`config.mk`:
```
export PLATFORM = sky130hd
export DESIGN_NAME = fractional_rate_task_scheduler
export DESIGN_NICKNAME = d
export VERILOG_FILES = /design/src/rtl/core/frts_pkg.sv /design/src/rtl/core/frts_ram.sv /design/src/rtl/core/fractional_rate_task_scheduler.sv
export SDC_FILE = /design/constraint.sdc
export NUM_CORES = 2
export LEC_CHECK = 0
export CORE_MARGIN = 3
export CORE_UTILIZATION = 23
export CTS_CLUSTER_DIAMETER = 150
export CTS_CLUSTER_SIZE = 28
export DETAILED_ROUTE_END_ITERATION = 7
export DONT_BUFFER_PORTS = 1
export PLACE_DENSITY = 0.44
export SLEW_MARGIN = 25
export SYNTH_ARGS = -nofsm -noshare
export SYNTH_HDL_FRONTEND = slang
export SYNTH_SLANG_ARGS = --single-unit
```
`constraint.sdc`:
```
create_clock -name clk -period 10.3 [get_ports clk]
set_input_delay 0.515 -clock clk [delete_from_list [all_inputs] [get_ports clk]]
set_output_delay 0.515 -clock clk [all_outputs]
set_load 0.05 [all_outputs]
```
`src/rtl/core/frts_pkg.sv`:
```
// ----------------------------------------------------------------------------
// frts_pkg
// Types and constants shared by the fractional-rate task scheduler files.
// ----------------------------------------------------------------------------
package frts_pkg;

	// Request modes.
	localparam logic [1:0] MODE_ADD  = 2'd0;
	localparam logic [1:0] MODE_DROP = 2'd1;
	localparam logic [1:0] MODE_TICK = 2'd2;

	// Result kinds.
	localparam logic [1:0] KIND_ADD   = 2'd0;
	localparam logic [1:0] KIND_DROP  = 2'd1;
	localparam logic [1:0] KIND_FIRED = 2'd2;

	// Result status codes.
	localparam logic [1:0] ST_DONE      = 2'd0;
	localparam logic [1:0] ST_FULL      = 2'd1;
	localparam logic [1:0] ST_NOT_FOUND = 2'd2;

	// Q16.16 constants.
	localparam logic [31:0] ONE_Q16  = 32'h0001_0000;
	localparam logic [31:0] ZERO_Q16 = 32'h0000_0000;
	localparam logic [31:0] SAT_Q16  = 32'hFFFF_FFFF;

	typedef struct packed {
		logic [7:0]  task_id;
		logic [31:0] rate;
		logic [31:0] phase;
		logic [31:0] last_time;
	} entry_t;

	localparam int ENTRY_W = $bits(entry_t);

	typedef enum logic [1:0] {
		ST_IDLE,
		ST_SEARCH,
		ST_SHIFT,
		ST_TICK
	} state_t;

endpackage

```
`src/rtl/core/frts_ram.sv`:
```
// ----------------------------------------------------------------------------
// frts_ram
// Generic simple dual-port RAM: one write port, one read port, registered read.
// ----------------------------------------------------------------------------
module frts_ram #(
	parameter int WIDTH = 8,
	parameter int DEPTH = 16,
	localparam int ADDR_W = (DEPTH > 1) ? $clog2(DEPTH) : 1
) (
	input  logic                      clk,
	input  logic                      we,
	input  logic [ADDR_W-1:0]         waddr,
	input  logic [WIDTH-1:0]          wdata,
	input  logic [ADDR_W-1:0]         raddr,
	output logic [WIDTH-1:0]          rdata
);

	logic [WIDTH-1:0] mem [DEPTH];

	always_ff @(posedge clk) begin
		if (we) begin
			mem[waddr] <= wdata;
		end
		rdata <= mem[raddr];
	end

endmodule

```
`src/rtl/core/fractional_rate_task_scheduler.sv`:
```
// ----------------------------------------------------------------------------
// fractional_rate_task_scheduler
// Table of periodic tasks with Q16.16 rates and saturating phase accumulators.
// ----------------------------------------------------------------------------
// All entries live in one memory with a registered read, and every add, drop
// and tick walks it one entry per clock through that single read port, so the
// cost of a request grows with the number of valid entries N. An add searches
// for the id, a drop is a search that stops at the match and then a compaction
// over the entries behind it, and a tick passes each entry through its read,
// subtract, multiply and accumulate stages. busy is high for the whole
// request; results appear as one-cycle pulses on result_valid and must be
// taken in that cycle, since the receiver has no way to stall the block. A
// tick gives one result per firing task, in table order, with last_of_run on
// the final one; a tick with no firing gives nothing, and an unused mode is
// accepted and dropped silently.
module fractional_rate_task_scheduler
	import frts_pkg::*;
#(
	parameter int NUM_ENTRIES = 16
) (
	input  logic        clk,
	input  logic        arst_n,
	input  logic        start,
	output logic        busy,
	input  logic [1:0]  mode,
	input  logic [7:0]  task_id,
	input  logic signed [31:0] task_rate,
	input  logic [31:0] now_time,
	output logic        result_valid,
	output logic [1:0]  result_kind,
	output logic [7:0]  fired_id,
	output logic [1:0]  status,
	output logic        last_of_run
);
	localparam int IDX_W = (NUM_ENTRIES > 1) ? $clog2(NUM_ENTRIES) : 1;
	localparam int CNT_W = $clog2(NUM_ENTRIES + 1);
	localparam logic [CNT_W-1:0] CNT_MAX = CNT_W'(NUM_ENTRIES);
	localparam logic [CNT_W-1:0] CNT_ONE = CNT_W'(1);

	state_t state_q, state_d;

	// Latched request.
	logic [1:0]  mode_q;
	logic [7:0]  id_q;
	logic [31:0] rate_q;
	logic [31:0] now_q;

	logic [CNT_W-1:0] count_q, count_d;
	logic [CNT_W-1:0] rd_idx_q, rd_idx_d;
	logic             issue;

	// Memory ports.
	logic             ram_we;
	logic [IDX_W-1:0] ram_waddr;
	entry_t           ram_wdata;
	entry_t           ram_rdata;

	// Read stage.
	logic             v_s1;
	logic [IDX_W-1:0] idx_s1;

	// Tick stages.
	logic             v_s2, v_s3;
	logic [31:0]      delta_s2;
	logic [31:0]      rate_s2, rate_s3;
	logic [31:0]      phase_s2, phase_s3;
	logic [7:0]       id_s2, id_s3;
	logic [IDX_W-1:0] idx_s2, idx_s3;
	logic [63:0]      prod_s3;

	// Held firing, released once it is known whether another follows.
	logic       pend_v_q;
	logic [7:0] pend_id_q;
	logic       pend_set, pend_clr;

	// Result load.
	logic       res_load;
	logic [1:0] res_kind, res_status;
	logic [7:0] res_id;
	logic       res_last;

	logic        hit;
	logic [48:0] acc_sum;
	logic [31:0] acc_sat;
	logic [31:0] new_phase;
	logic        fire_s3;
	logic        accept;

	assign accept = start && (state_q == ST_IDLE);
	assign busy   = (state_q != ST_IDLE);
	assign hit    = v_s1 && (ram_rdata.task_id == id_q);

	frts_ram #(
		.WIDTH(ENTRY_W),
		.DEPTH(NUM_ENTRIES)
	) u_ram (
		.clk  (clk),
		.we   (ram_we),
		.waddr(ram_waddr),
		.wdata(ram_wdata),
		.raddr(rd_idx_q[IDX_W-1:0]),
		.rdata(ram_rdata)
	);

	// Accumulate: the Q32.32 product is truncated to Q16.16 and added with
	// saturation; a negative rate fires without touching the phase.
	always_comb begin
		acc_sum = {17'd0, phase_s3} + {1'b0, prod_s3[63:16]};
		acc_sat = (acc_sum[48:32] != 17'd0) ? SAT_Q16 : acc_sum[31:0];
		if (rate_s3[31]) begin
			fire_s3   = 1'b1;
			new_phase = phase_s3;
		end else if (acc_sat >= ONE_Q16) begin
			fire_s3   = 1'b1;
			new_phase = ZERO_Q16;
		end else begin
			fire_s3   = 1'b0;
			new_phase = acc_sat;
		end
	end

	always_comb begin
		state_d    = state_q;
		rd_idx_d   = rd_idx_q;
		count_d    = count_q;
		issue      = 1'b0;
		ram_we     = 1'b0;
		ram_waddr  = idx_s1;
		ram_wdata  = ram_rdata;
		pend_set   = 1'b0;
		pend_clr   = 1'b0;
		res_load   = 1'b0;
		res_kind   = mode_q;
		res_id     = id_q;
		res_status = ST_DONE;
		res_last   = 1'b1;

		unique case (state_q)
			ST_IDLE: begin
				rd_idx_d = '0;
				if (start) begin
					unique case (mode)
						MODE_ADD, MODE_DROP: state_d = ST_SEARCH;
						MODE_TICK:           state_d = ST_TICK;
						default:             state_d = ST_IDLE;
					endcase
				end
			end

			ST_SEARCH: begin
				if (hit) begin
					if (mode_q == MODE_ADD) begin
						ram_we    = 1'b1;
						ram_waddr = idx_s1;
						ram_wdata = '{task_id: id_q, rate: rate_q, phase: ZERO_Q16,
							last_time: now_q};
						res_load  = 1'b1;
						state_d   = ST_IDLE;
					end else begin
						rd_idx_d = CNT_W'(idx_s1) + CNT_ONE;
						state_d  = ST_SHIFT;
					end
				end else if ((rd_idx_q >= count_q) && !v_s1) begin
					res_load = 1'b1;
					state_d  = ST_IDLE;
					if (mode_q == MODE_ADD) begin
						if (count_q < CNT_MAX) begin
							ram_we    = 1'b1;
							ram_waddr = count_q[IDX_W-1:0];
							ram_wdata = '{task_id: id_q, rate: rate_q, phase: ZERO_Q16,
								last_time: now_q};
							count_d   = count_q + CNT_ONE;
						end else begin
							res_status = ST_FULL;
						end
					end else begin
						res_status = ST_NOT_FOUND;
					end
				end else if (rd_idx_q < count_q) begin
					issue    = 1'b1;
					rd_idx_d = rd_idx_q + CNT_ONE;
				end
			end

			ST_SHIFT: begin
				// Each entry read here is written one place lower.
				if (v_s1) begin
					ram_we    = 1'b1;
					ram_waddr = idx_s1 - IDX_W'(1);
					ram_wdata = ram_rdata;
				end
				if (rd_idx_q < count_q) begin
					issue    = 1'b1;
					rd_idx_d = rd_idx_q + CNT_ONE;
				end else if (!v_s1) begin
					count_d  = count_q - CNT_ONE;
					res_load = 1'b1;
					state_d  = ST_IDLE;
				end
			end

			ST_TICK: begin
				if (rd_idx_q < count_q) begin
					issue    = 1'b1;
					rd_idx_d = rd_idx_q + CNT_ONE;
				end
				if (v_s3) begin
					ram_we    = 1'b1;
					ram_waddr = idx_s3;
					ram_wdata = '{task_id: id_s3, rate: rate_s3, phase: new_phase,
						last_time: now_q};
					if (fire_s3) begin
						pend_set = 1'b1;
						if (pend_v_q) begin
							res_load = 1'b1;
							res_kind = KIND_FIRED;
							res_id   = pend_id_q;
							res_last = 1'b0;
						end
					end
				end else if ((rd_idx_q >= count_q) && !v_s1 && !v_s2) begin
					state_d = ST_IDLE;
					if (pend_v_q) begin
						pend_clr = 1'b1;
						res_load = 1'b1;
						res_kind = KIND_FIRED;
						res_id   = pend_id_q;
					end
				end
			end

			default: state_d = ST_IDLE;
		endcase
	end

	always_ff @(posedge clk or negedge arst_n) begin
		if (!arst_n) begin
			state_q      <= ST_IDLE;
			count_q      <= '0;
			rd_idx_q     <= '0;
			v_s1         <= 1'b0;
			v_s2         <= 1'b0;
			v_s3         <= 1'b0;
			pend_v_q     <= 1'b0;
			result_valid <= 1'b0;
		end else begin
			state_q      <= state_d;
			count_q      <= count_d;
			rd_idx_q     <= rd_idx_d;
			v_s1         <= issue;
			v_s2         <= v_s1 && (state_q == ST_TICK);
			v_s3         <= v_s2;
			result_valid <= res_load;
			if (pend_set) begin
				pend_v_q <= 1'b1;
			end else if (pend_clr) begin
				pend_v_q <= 1'b0;
			end
		end
	end

	always_ff @(posedge clk) begin
		if (accept) begin
			mode_q <= mode;
			id_q   <= task_id;
			rate_q <= task_rate;
			now_q  <= now_time;
		end
		idx_s1 <= rd_idx_q[IDX_W-1:0];

		delta_s2 <= now_q - ram_rdata.last_time;
		rate_s2  <= ram_rdata.rate;
		phase_s2 <= ram_rdata.phase;
		id_s2    <= ram_rdata.task_id;
		idx_s2   <= idx_s1;

		prod_s3  <= 64'(delta_s2) * 64'(rate_s2);
		rate_s3  <= rate_s2;
		phase_s3 <= phase_s2;
		id_s3    <= id_s2;
		idx_s3   <= idx_s2;

		if (pend_set) begin
			pend_id_q <= id_s3;
		end
		if (res_load) begin
			result_kind <= res_kind;
			fired_id    <= res_id;
			status      <= res_status;
			last_of_run <= res_last;
		end
	end

endmodule

```
[After elaboration in Yosys (flattened, before gate mapping)]
Memories as Yosys holds them, arrays and structs flattened. A register that Yosys moved wholly into a read port is not among the register bits.
Index checks and enable logic that the tools add are counted.
Operators by class
  mux-type cells: 84
  eq/ne operators: 18
  add/subtract/negate cells: 7
  $lt $le $gt $ge: 4
  reduce and logical (&&, ||, !) cells: 22
  bitwise operators: 3
  $mul: 1
Operator list (count)
  $mux W104: 6
  $pmux W104 S2: 1
  $mux W32: 3
  $mul A32 B32 Y64: 1
  $mux W5: 10
  $add A32 B48 Y49: 1
  $mux W8: 5
  $ge A32 B17 Y1 const B: 1
  $sub A32 B32 Y32: 1
  $mux W1: 31
  $mux W2: 14
  $mux W4: 6
  $ne A2 B2 Y1 const B: 9
  $reduce_bool A17 Y1: 1
  $pmux W5 S3: 1
  $pmux W4 S3: 1
  $add A5 B1 Y5 const B: 2
  $pmux W5 S2: 1
  $ne A3 B3 Y1 const B: 3
  $eq A8 B8 Y1: 1
  $pmux W2 S4: 1
  $reduce_and A7 Y1: 1
  $eq A2 B2 Y1 const B: 3
  $logic_not A2 Y1: 3
  other kinds (20): 32
Word-level totals
  flip-flop bits (word level): 364
  input bits: 77
  output and inout bits: 15
  bits in writable memories: 1664
  memories kept: 1
Memories
  u_ram.mem: depth 16, bits a word 104, rd ports 1, clocked after Yosys merged registers in 1, wr ports 1, line frts_ram.sv:18  | logic [WIDTH-1:0] mem [DEPTH];

[Depth between registers and ports, before layout]
  word-level depth: 10
  mapped depth: 31

[Hierarchy]
A second synthesis with hierarchy kept.
Second synthesis, totals
  cell total of the unflattened synthesis: 7760
  area total of the unflattened synthesis: 112793.2 µm²
Modules (own cells, without submodules)
  frts_ram: cells each 2662, seq. area each 52049.9 µm², area an instance 64257.9 µm², instances 1
  fractional_rate_task_scheduler: cells each 5098, seq. area each 8002.7 µm², area an instance 48535.3 µm², instances 1

[Worst setup path before layout]
Ideal clock, no wire load.
  path kind: register to register
  from: register rd_idx_q[0]
  to: memory u_ram.mem[13][0] (netlist bit) (enable)
  slack: 2126 ps
  required time: 9732 ps
  buffers on the path: 3
  stages on the path, launching flop included: 19
  setup time: 568 ps
  data arrival time: 7606 ps
  cells stage by stage: dfrtp_1 -> clkbuf_1 -> clkbuf_1 -> clkbuf_1 -> inv_1 -> ha_1 -> inv_1 -> a21o_1 -> a221oi_1 -> a21o_1 -> nor2_1 -> nand2_1 -> nand2_1 -> o21ai_0 -> o21ai_0 -> a22oi_1 -> a21boi_0 -> nand2_1 -> nor2_1
Between the ends
  cells in the longest elaborated chain, start to end: 7
  elaborated cells on any way between the ends: 10
RTL lines
  from (decl): line fractional_rate_task_scheduler.sv:49  | logic [CNT_W-1:0] rd_idx_q, rd_idx_d;
  from (signal assigned): line fractional_rate_task_scheduler.sv:249  | rd_idx_q <= rd_idx_d;
  $ge A5 B5 Y1 *: line fractional_rate_task_scheduler.sv:163  | end else if ((rd_idx_q >= count_q) && !v_s1) begin
  $logic_and A1 B1 Y1 *: line fractional_rate_task_scheduler.sv:163
  $mux W1: line fractional_rate_task_scheduler.sv:163
  $mux W1: line fractional_rate_task_scheduler.sv:151  | if (hit) begin
  $pmux W1 S3: line fractional_rate_task_scheduler.sv:138  | unique case (state_q)
  $mux W1: line frts_ram.sv:21  | if (we) begin
  $mux W1 (not written as such): line frts_ram.sv:22  | mem[waddr] <= wdata;
  to (decl): line frts_ram.sv:18
Every way passes the cells marked *; elsewhere a longest branch is shown, timed or not.

[Worst setup path after layout]
  from: register rate_s2[11]
  to: register prod_s3[63]
Between the ends
  cells in the longest elaborated chain, start to end: 1
RTL lines
  from (decl): line fractional_rate_task_scheduler.sv:65  | logic [31:0] rate_s2, rate_s3;
  from (signal assigned): line fractional_rate_task_scheduler.sv:272  | rate_s2 <= ram_rdata.rate;
  $mul A32 B32 Y64: line fractional_rate_task_scheduler.sv:277  | prod_s3 <= 64'(delta_s2) * 64'(rate_s2);
  to (signal assigned): line fractional_rate_task_scheduler.sv:277
  to (decl): line fractional_rate_task_scheduler.sv:69  | logic [63:0] prod_s3;
No other way between the ends.
A chain may end at the register's enable or synchronous reset.

==> out/summary.txt <==
result of the run = finished clean
min cycle time layout = 9.09 ns
clock-pin slew on the worst setup and hold paths = 0.11 ns
main area contributors after synthesis = edfxtp_1 (47%), fa_1 (16%), mux4_2 (10%), dfxtp_1 (6.1%), ha_1 (3.7%)
depth of the CTS H-tree = 3
Max FO, Critical Path = 19
largest clock skew in the final design = 0.0364 ns
via count of the first global-routing pass = 65000
number of placement rows = 255
cells after synthesis = 7351
first-pass GRT wire length = 463000 um
die span in x = 703 um
Data required, critical path = 10.99 ns
FF+latch count, synth = 2116
main flop type after synthesis = edfxtp_1
proportion of layout cells with a drive suffix above 1 = 0.124
synth warn = 0
RSZ-0062 raised after global routing = false
area inside the core boundary = 0.483 mm^2
upper clock frequency limit = 110 MHz
Pins Over Slew Limit = 0
worst hold path startpoint = mode[0]
most common cell after layout, fill and taps aside = edfxtp_1
adder-cell area share of the yosys netlist = 0.198
total half-perimeter wirelength after legalization and detailed placement = 204000 um
Post-Route Setup TNS = 0 ns
Hold Crit Class = primary input to flop
Critical Path Sink Type = flop
gr usage total = 0.127
setup repair bufs after CTS = 0
period utilization = 0.882
total wire length after detailed routing = 315000 um
remaining antenna violation count = 0
routed vias = 59700
area share of the leading cell type in the synthesized netlist = 0.473
instance count after placement with tap cells included = 13600
startpoint kind of the worst setup timing path = flop
share of synthesized area spent on multiplexers = 0.109
worst reg2reg startpoint = rate_s2[11]
highest-count cells in the layout ignoring fill and taps = edfxtp_1 (1759), inv_1 (979), fa_1 (898), and2_1 (595), nand2_1 (568)
antenna violations before repair = 19
share of synthesized area occupied by flip-flops and latches = 0.538
Die Ht = 703 um
r2r worst-path depth = 26
WL/cell = 22.8 um
largest net degree at the start of global routing = 94
length of routed wiring on met1 = 147000 um
Vias per Instance = 4.32
simple-gate area share of the yosys netlist = 0.0673
number of filler instances in the final layout = 49500
Net Count, Synth = 8660
First DRT Iteration DRCs = 5151
initial standard-cell utilization of the core = 0.231
asr flop ratio synth = 0.00803
endpoint of the most critical register-to-register path = prod_s3[63]
Num CTS Buffers = 87
post-synth top area cell = edfxtp_1
Die ar. = 0.494 mm^2
Num Clock Sinks = 2116
syn_area_per_cell = 15.2 um^2
CP arrival = 9.78 ns
Max transition margin = 0.239
buffer levels on the longest clock path = 3
MaxCap Viol Count = 0
total global routing overflow = 0
total length of routed met2 wires = 153000 um
CTS tree = done
worst min-delay path endpoint = state_q[1]
final-report setup violation count = 0
Worst Setup Path Type = flop to flop
Final Non-Filler Cells = 13800
dominant combinational cell family by area after synthesis = adder cells
detailed route wirelength on metal3 = 10300 um
Max Used Layer = met5
root buffer cell = clkbuf_16
number of top-level pins = 92
Placer Congestion = 0.810
count of flip-flops with a built-in enable after synthesis = 1759
final hold violations = 0
final net count = 8636
share of the synthesized area in compound gates (AO/OA/AOI/OAI) = 0.0340
first-pass iteration count of the detailed router = 6
xor/xnor share of the synthesized area = 0.00816
R2R Setup Slk = 1.21 ns
actual slew at the worst max-slew pin = 1.13 ns
DRC viols = 0
Unique masters post-synth = 90
number of buffer cells added on primary ports = 0
worst hold path cell count = 3
clock latency on the worst-skew pair = 0.78 ns
mapped cell area = 0.112 mm^2
signed area change from the synthesized netlist to the final layout = 10.7%
[cells by family (layout without fill, tap and decap cells)]
| logic type | after synthesis | after routing |
|---|---|---|
| flops | 2116 | 2116 |
| mux | 557 | 557 |
| buf+inv | 1351 | 1401 |
| fa+ha+maj | 1232 | 1232 |
| compound gates | 529 | 529 |
| other cells | 0 | 13 |
| xor+xnor | 104 | 104 |
| simple gates | 1462 | 1462 |
[routing by layer]
metal	GRT usage	vias to the layer above
met5	0	-
met4	0.0186	4
met3	0.00958	222
met2	0.214	1097
met1	0.181	32800
li1	-	25700
[synthesized netlist by cell type, types with 60 or more instances]
| cell type | number |
|---|---|
| edfxtp_1 | 1759 |
| inv_1 | 979 |
| fa_1 | 898 |
| and2_1 | 597 |
| nand2_1 | 569 |
| mux4_2 | 520 |
| dfxtp_1 | 340 |
| ha_1 | 334 |
| clkbuf_1 | 304 |
| a21oi_1 | 120 |
| nor2_1 | 95 |
| o21ai_0 | 81 |
| a21o_1 | 69 |
| xnor2_1 | 60 |
[worst max-delay path by stage]
stage                      start               end  slack (ns)  cells past startpoint
finish               rate_s2[11]       prod_s3[63]        1.21                     26
global route         delta_s2[5]       prod_s3[63]        0.75                     29
CTS                 delta_s2[10]       prod_s3[58]        1.13                     27
detailed placement   delta_s2[5]       prod_s3[58]        1.24                     29
global placement     delta_s2[5]       prod_s3[58]        1.13                     29
floorplan            rd_idx_q[0]  u_ram.mem[13][0]        2.13                     18
[metrics by stage]
| step | utilization | cell area [um^2] | setup WS [ns] | hold WS (ns) |
|---|---|---|---|---|
| 2_1_floorplan | - | 112000 | 2.13 | 0.219 |
| 3_3_place_gp | 0.248 | 120000 | 1.13 | 0.220 |
| 3_5_place_dp | 0.248 | 120000 | 1.24 | 0.220 |
| 4_1_cts | 0.256 | 123000 | 1.13 | 0.0244 |
| 5_1_grt | 0.256 | 124000 | 0.750 | 0.122 |
| 6_report | 0.256 | 124000 | 1.21 | 0.112 |
[timing repair]
| action | in CTS | in global routing |
|---|---|---|
| setup endpoints to repair | 0 | 0 |
| hold buffers | 76 | 1 |
| hold endpoints to repair | 93 | 17 |
| gates resized for setup | 0 | 0 |
[worst max-delay path: stages (launching register included)]
cell       delay (ns)
dfxtp_1          0.88
buf_4            0.40
and2_1           0.20
fa_1             0.41
fa_1             0.50
inv_1            0.07
fa_1             0.57
fa_1             0.45
fa_1             0.56
inv_1            0.06
fa_1             0.47
fa_1             0.58
fa_1             0.45
ha_1             0.38
a21o_1           0.22
a31o_2           0.21
a221o_1          0.35
a22o_1           0.25
a2111oi_0        0.43
buf_4            0.24
nor4_1           0.09
o2111ai_1        0.30
and2_1           0.25
o211a_1          0.19
o21ai_0          0.11
a31oi_1          0.23
xnor2_1          0.13
[final cells by class]
type,count,area [um^2],share of cell area
flip-flops and latches,2116,60100,0.486
repair buffers,259,2360,0.0191
inverters,979,3670,0.0297
well taps,6425,8040,0.0650
multi-input cells,3884,46800,0.378
diodes,13,32.5,0.000263
clock buffers,153,2470,0.0200
clock inverters,10,170,0.00138
[flip-flops by register name (all words and copies together), names as in the netlist, 8 cells and up]
| name | cells |
|---|---|
| now_q | 32 |
| id_s2 | 8 |
| delta_s2 | 32 |
| u_ram.rdata | 104 |
| u_ram.mem | 1664 |
| pend_id_q | 8 |
| id_q | 8 |
| rate_q | 32 |
| rate_s2 | 32 |
| fired_id | 8 |
| phase_s3 | 32 |
| phase_s2 | 32 |
| id_s3 | 8 |
| prod_s3 | 48 |
| rate_s3 | 32 |
Power is left out: the tool's default activity adds up to more than one toggle a clock period on the data nets, which glitch-free logic cannot reach.
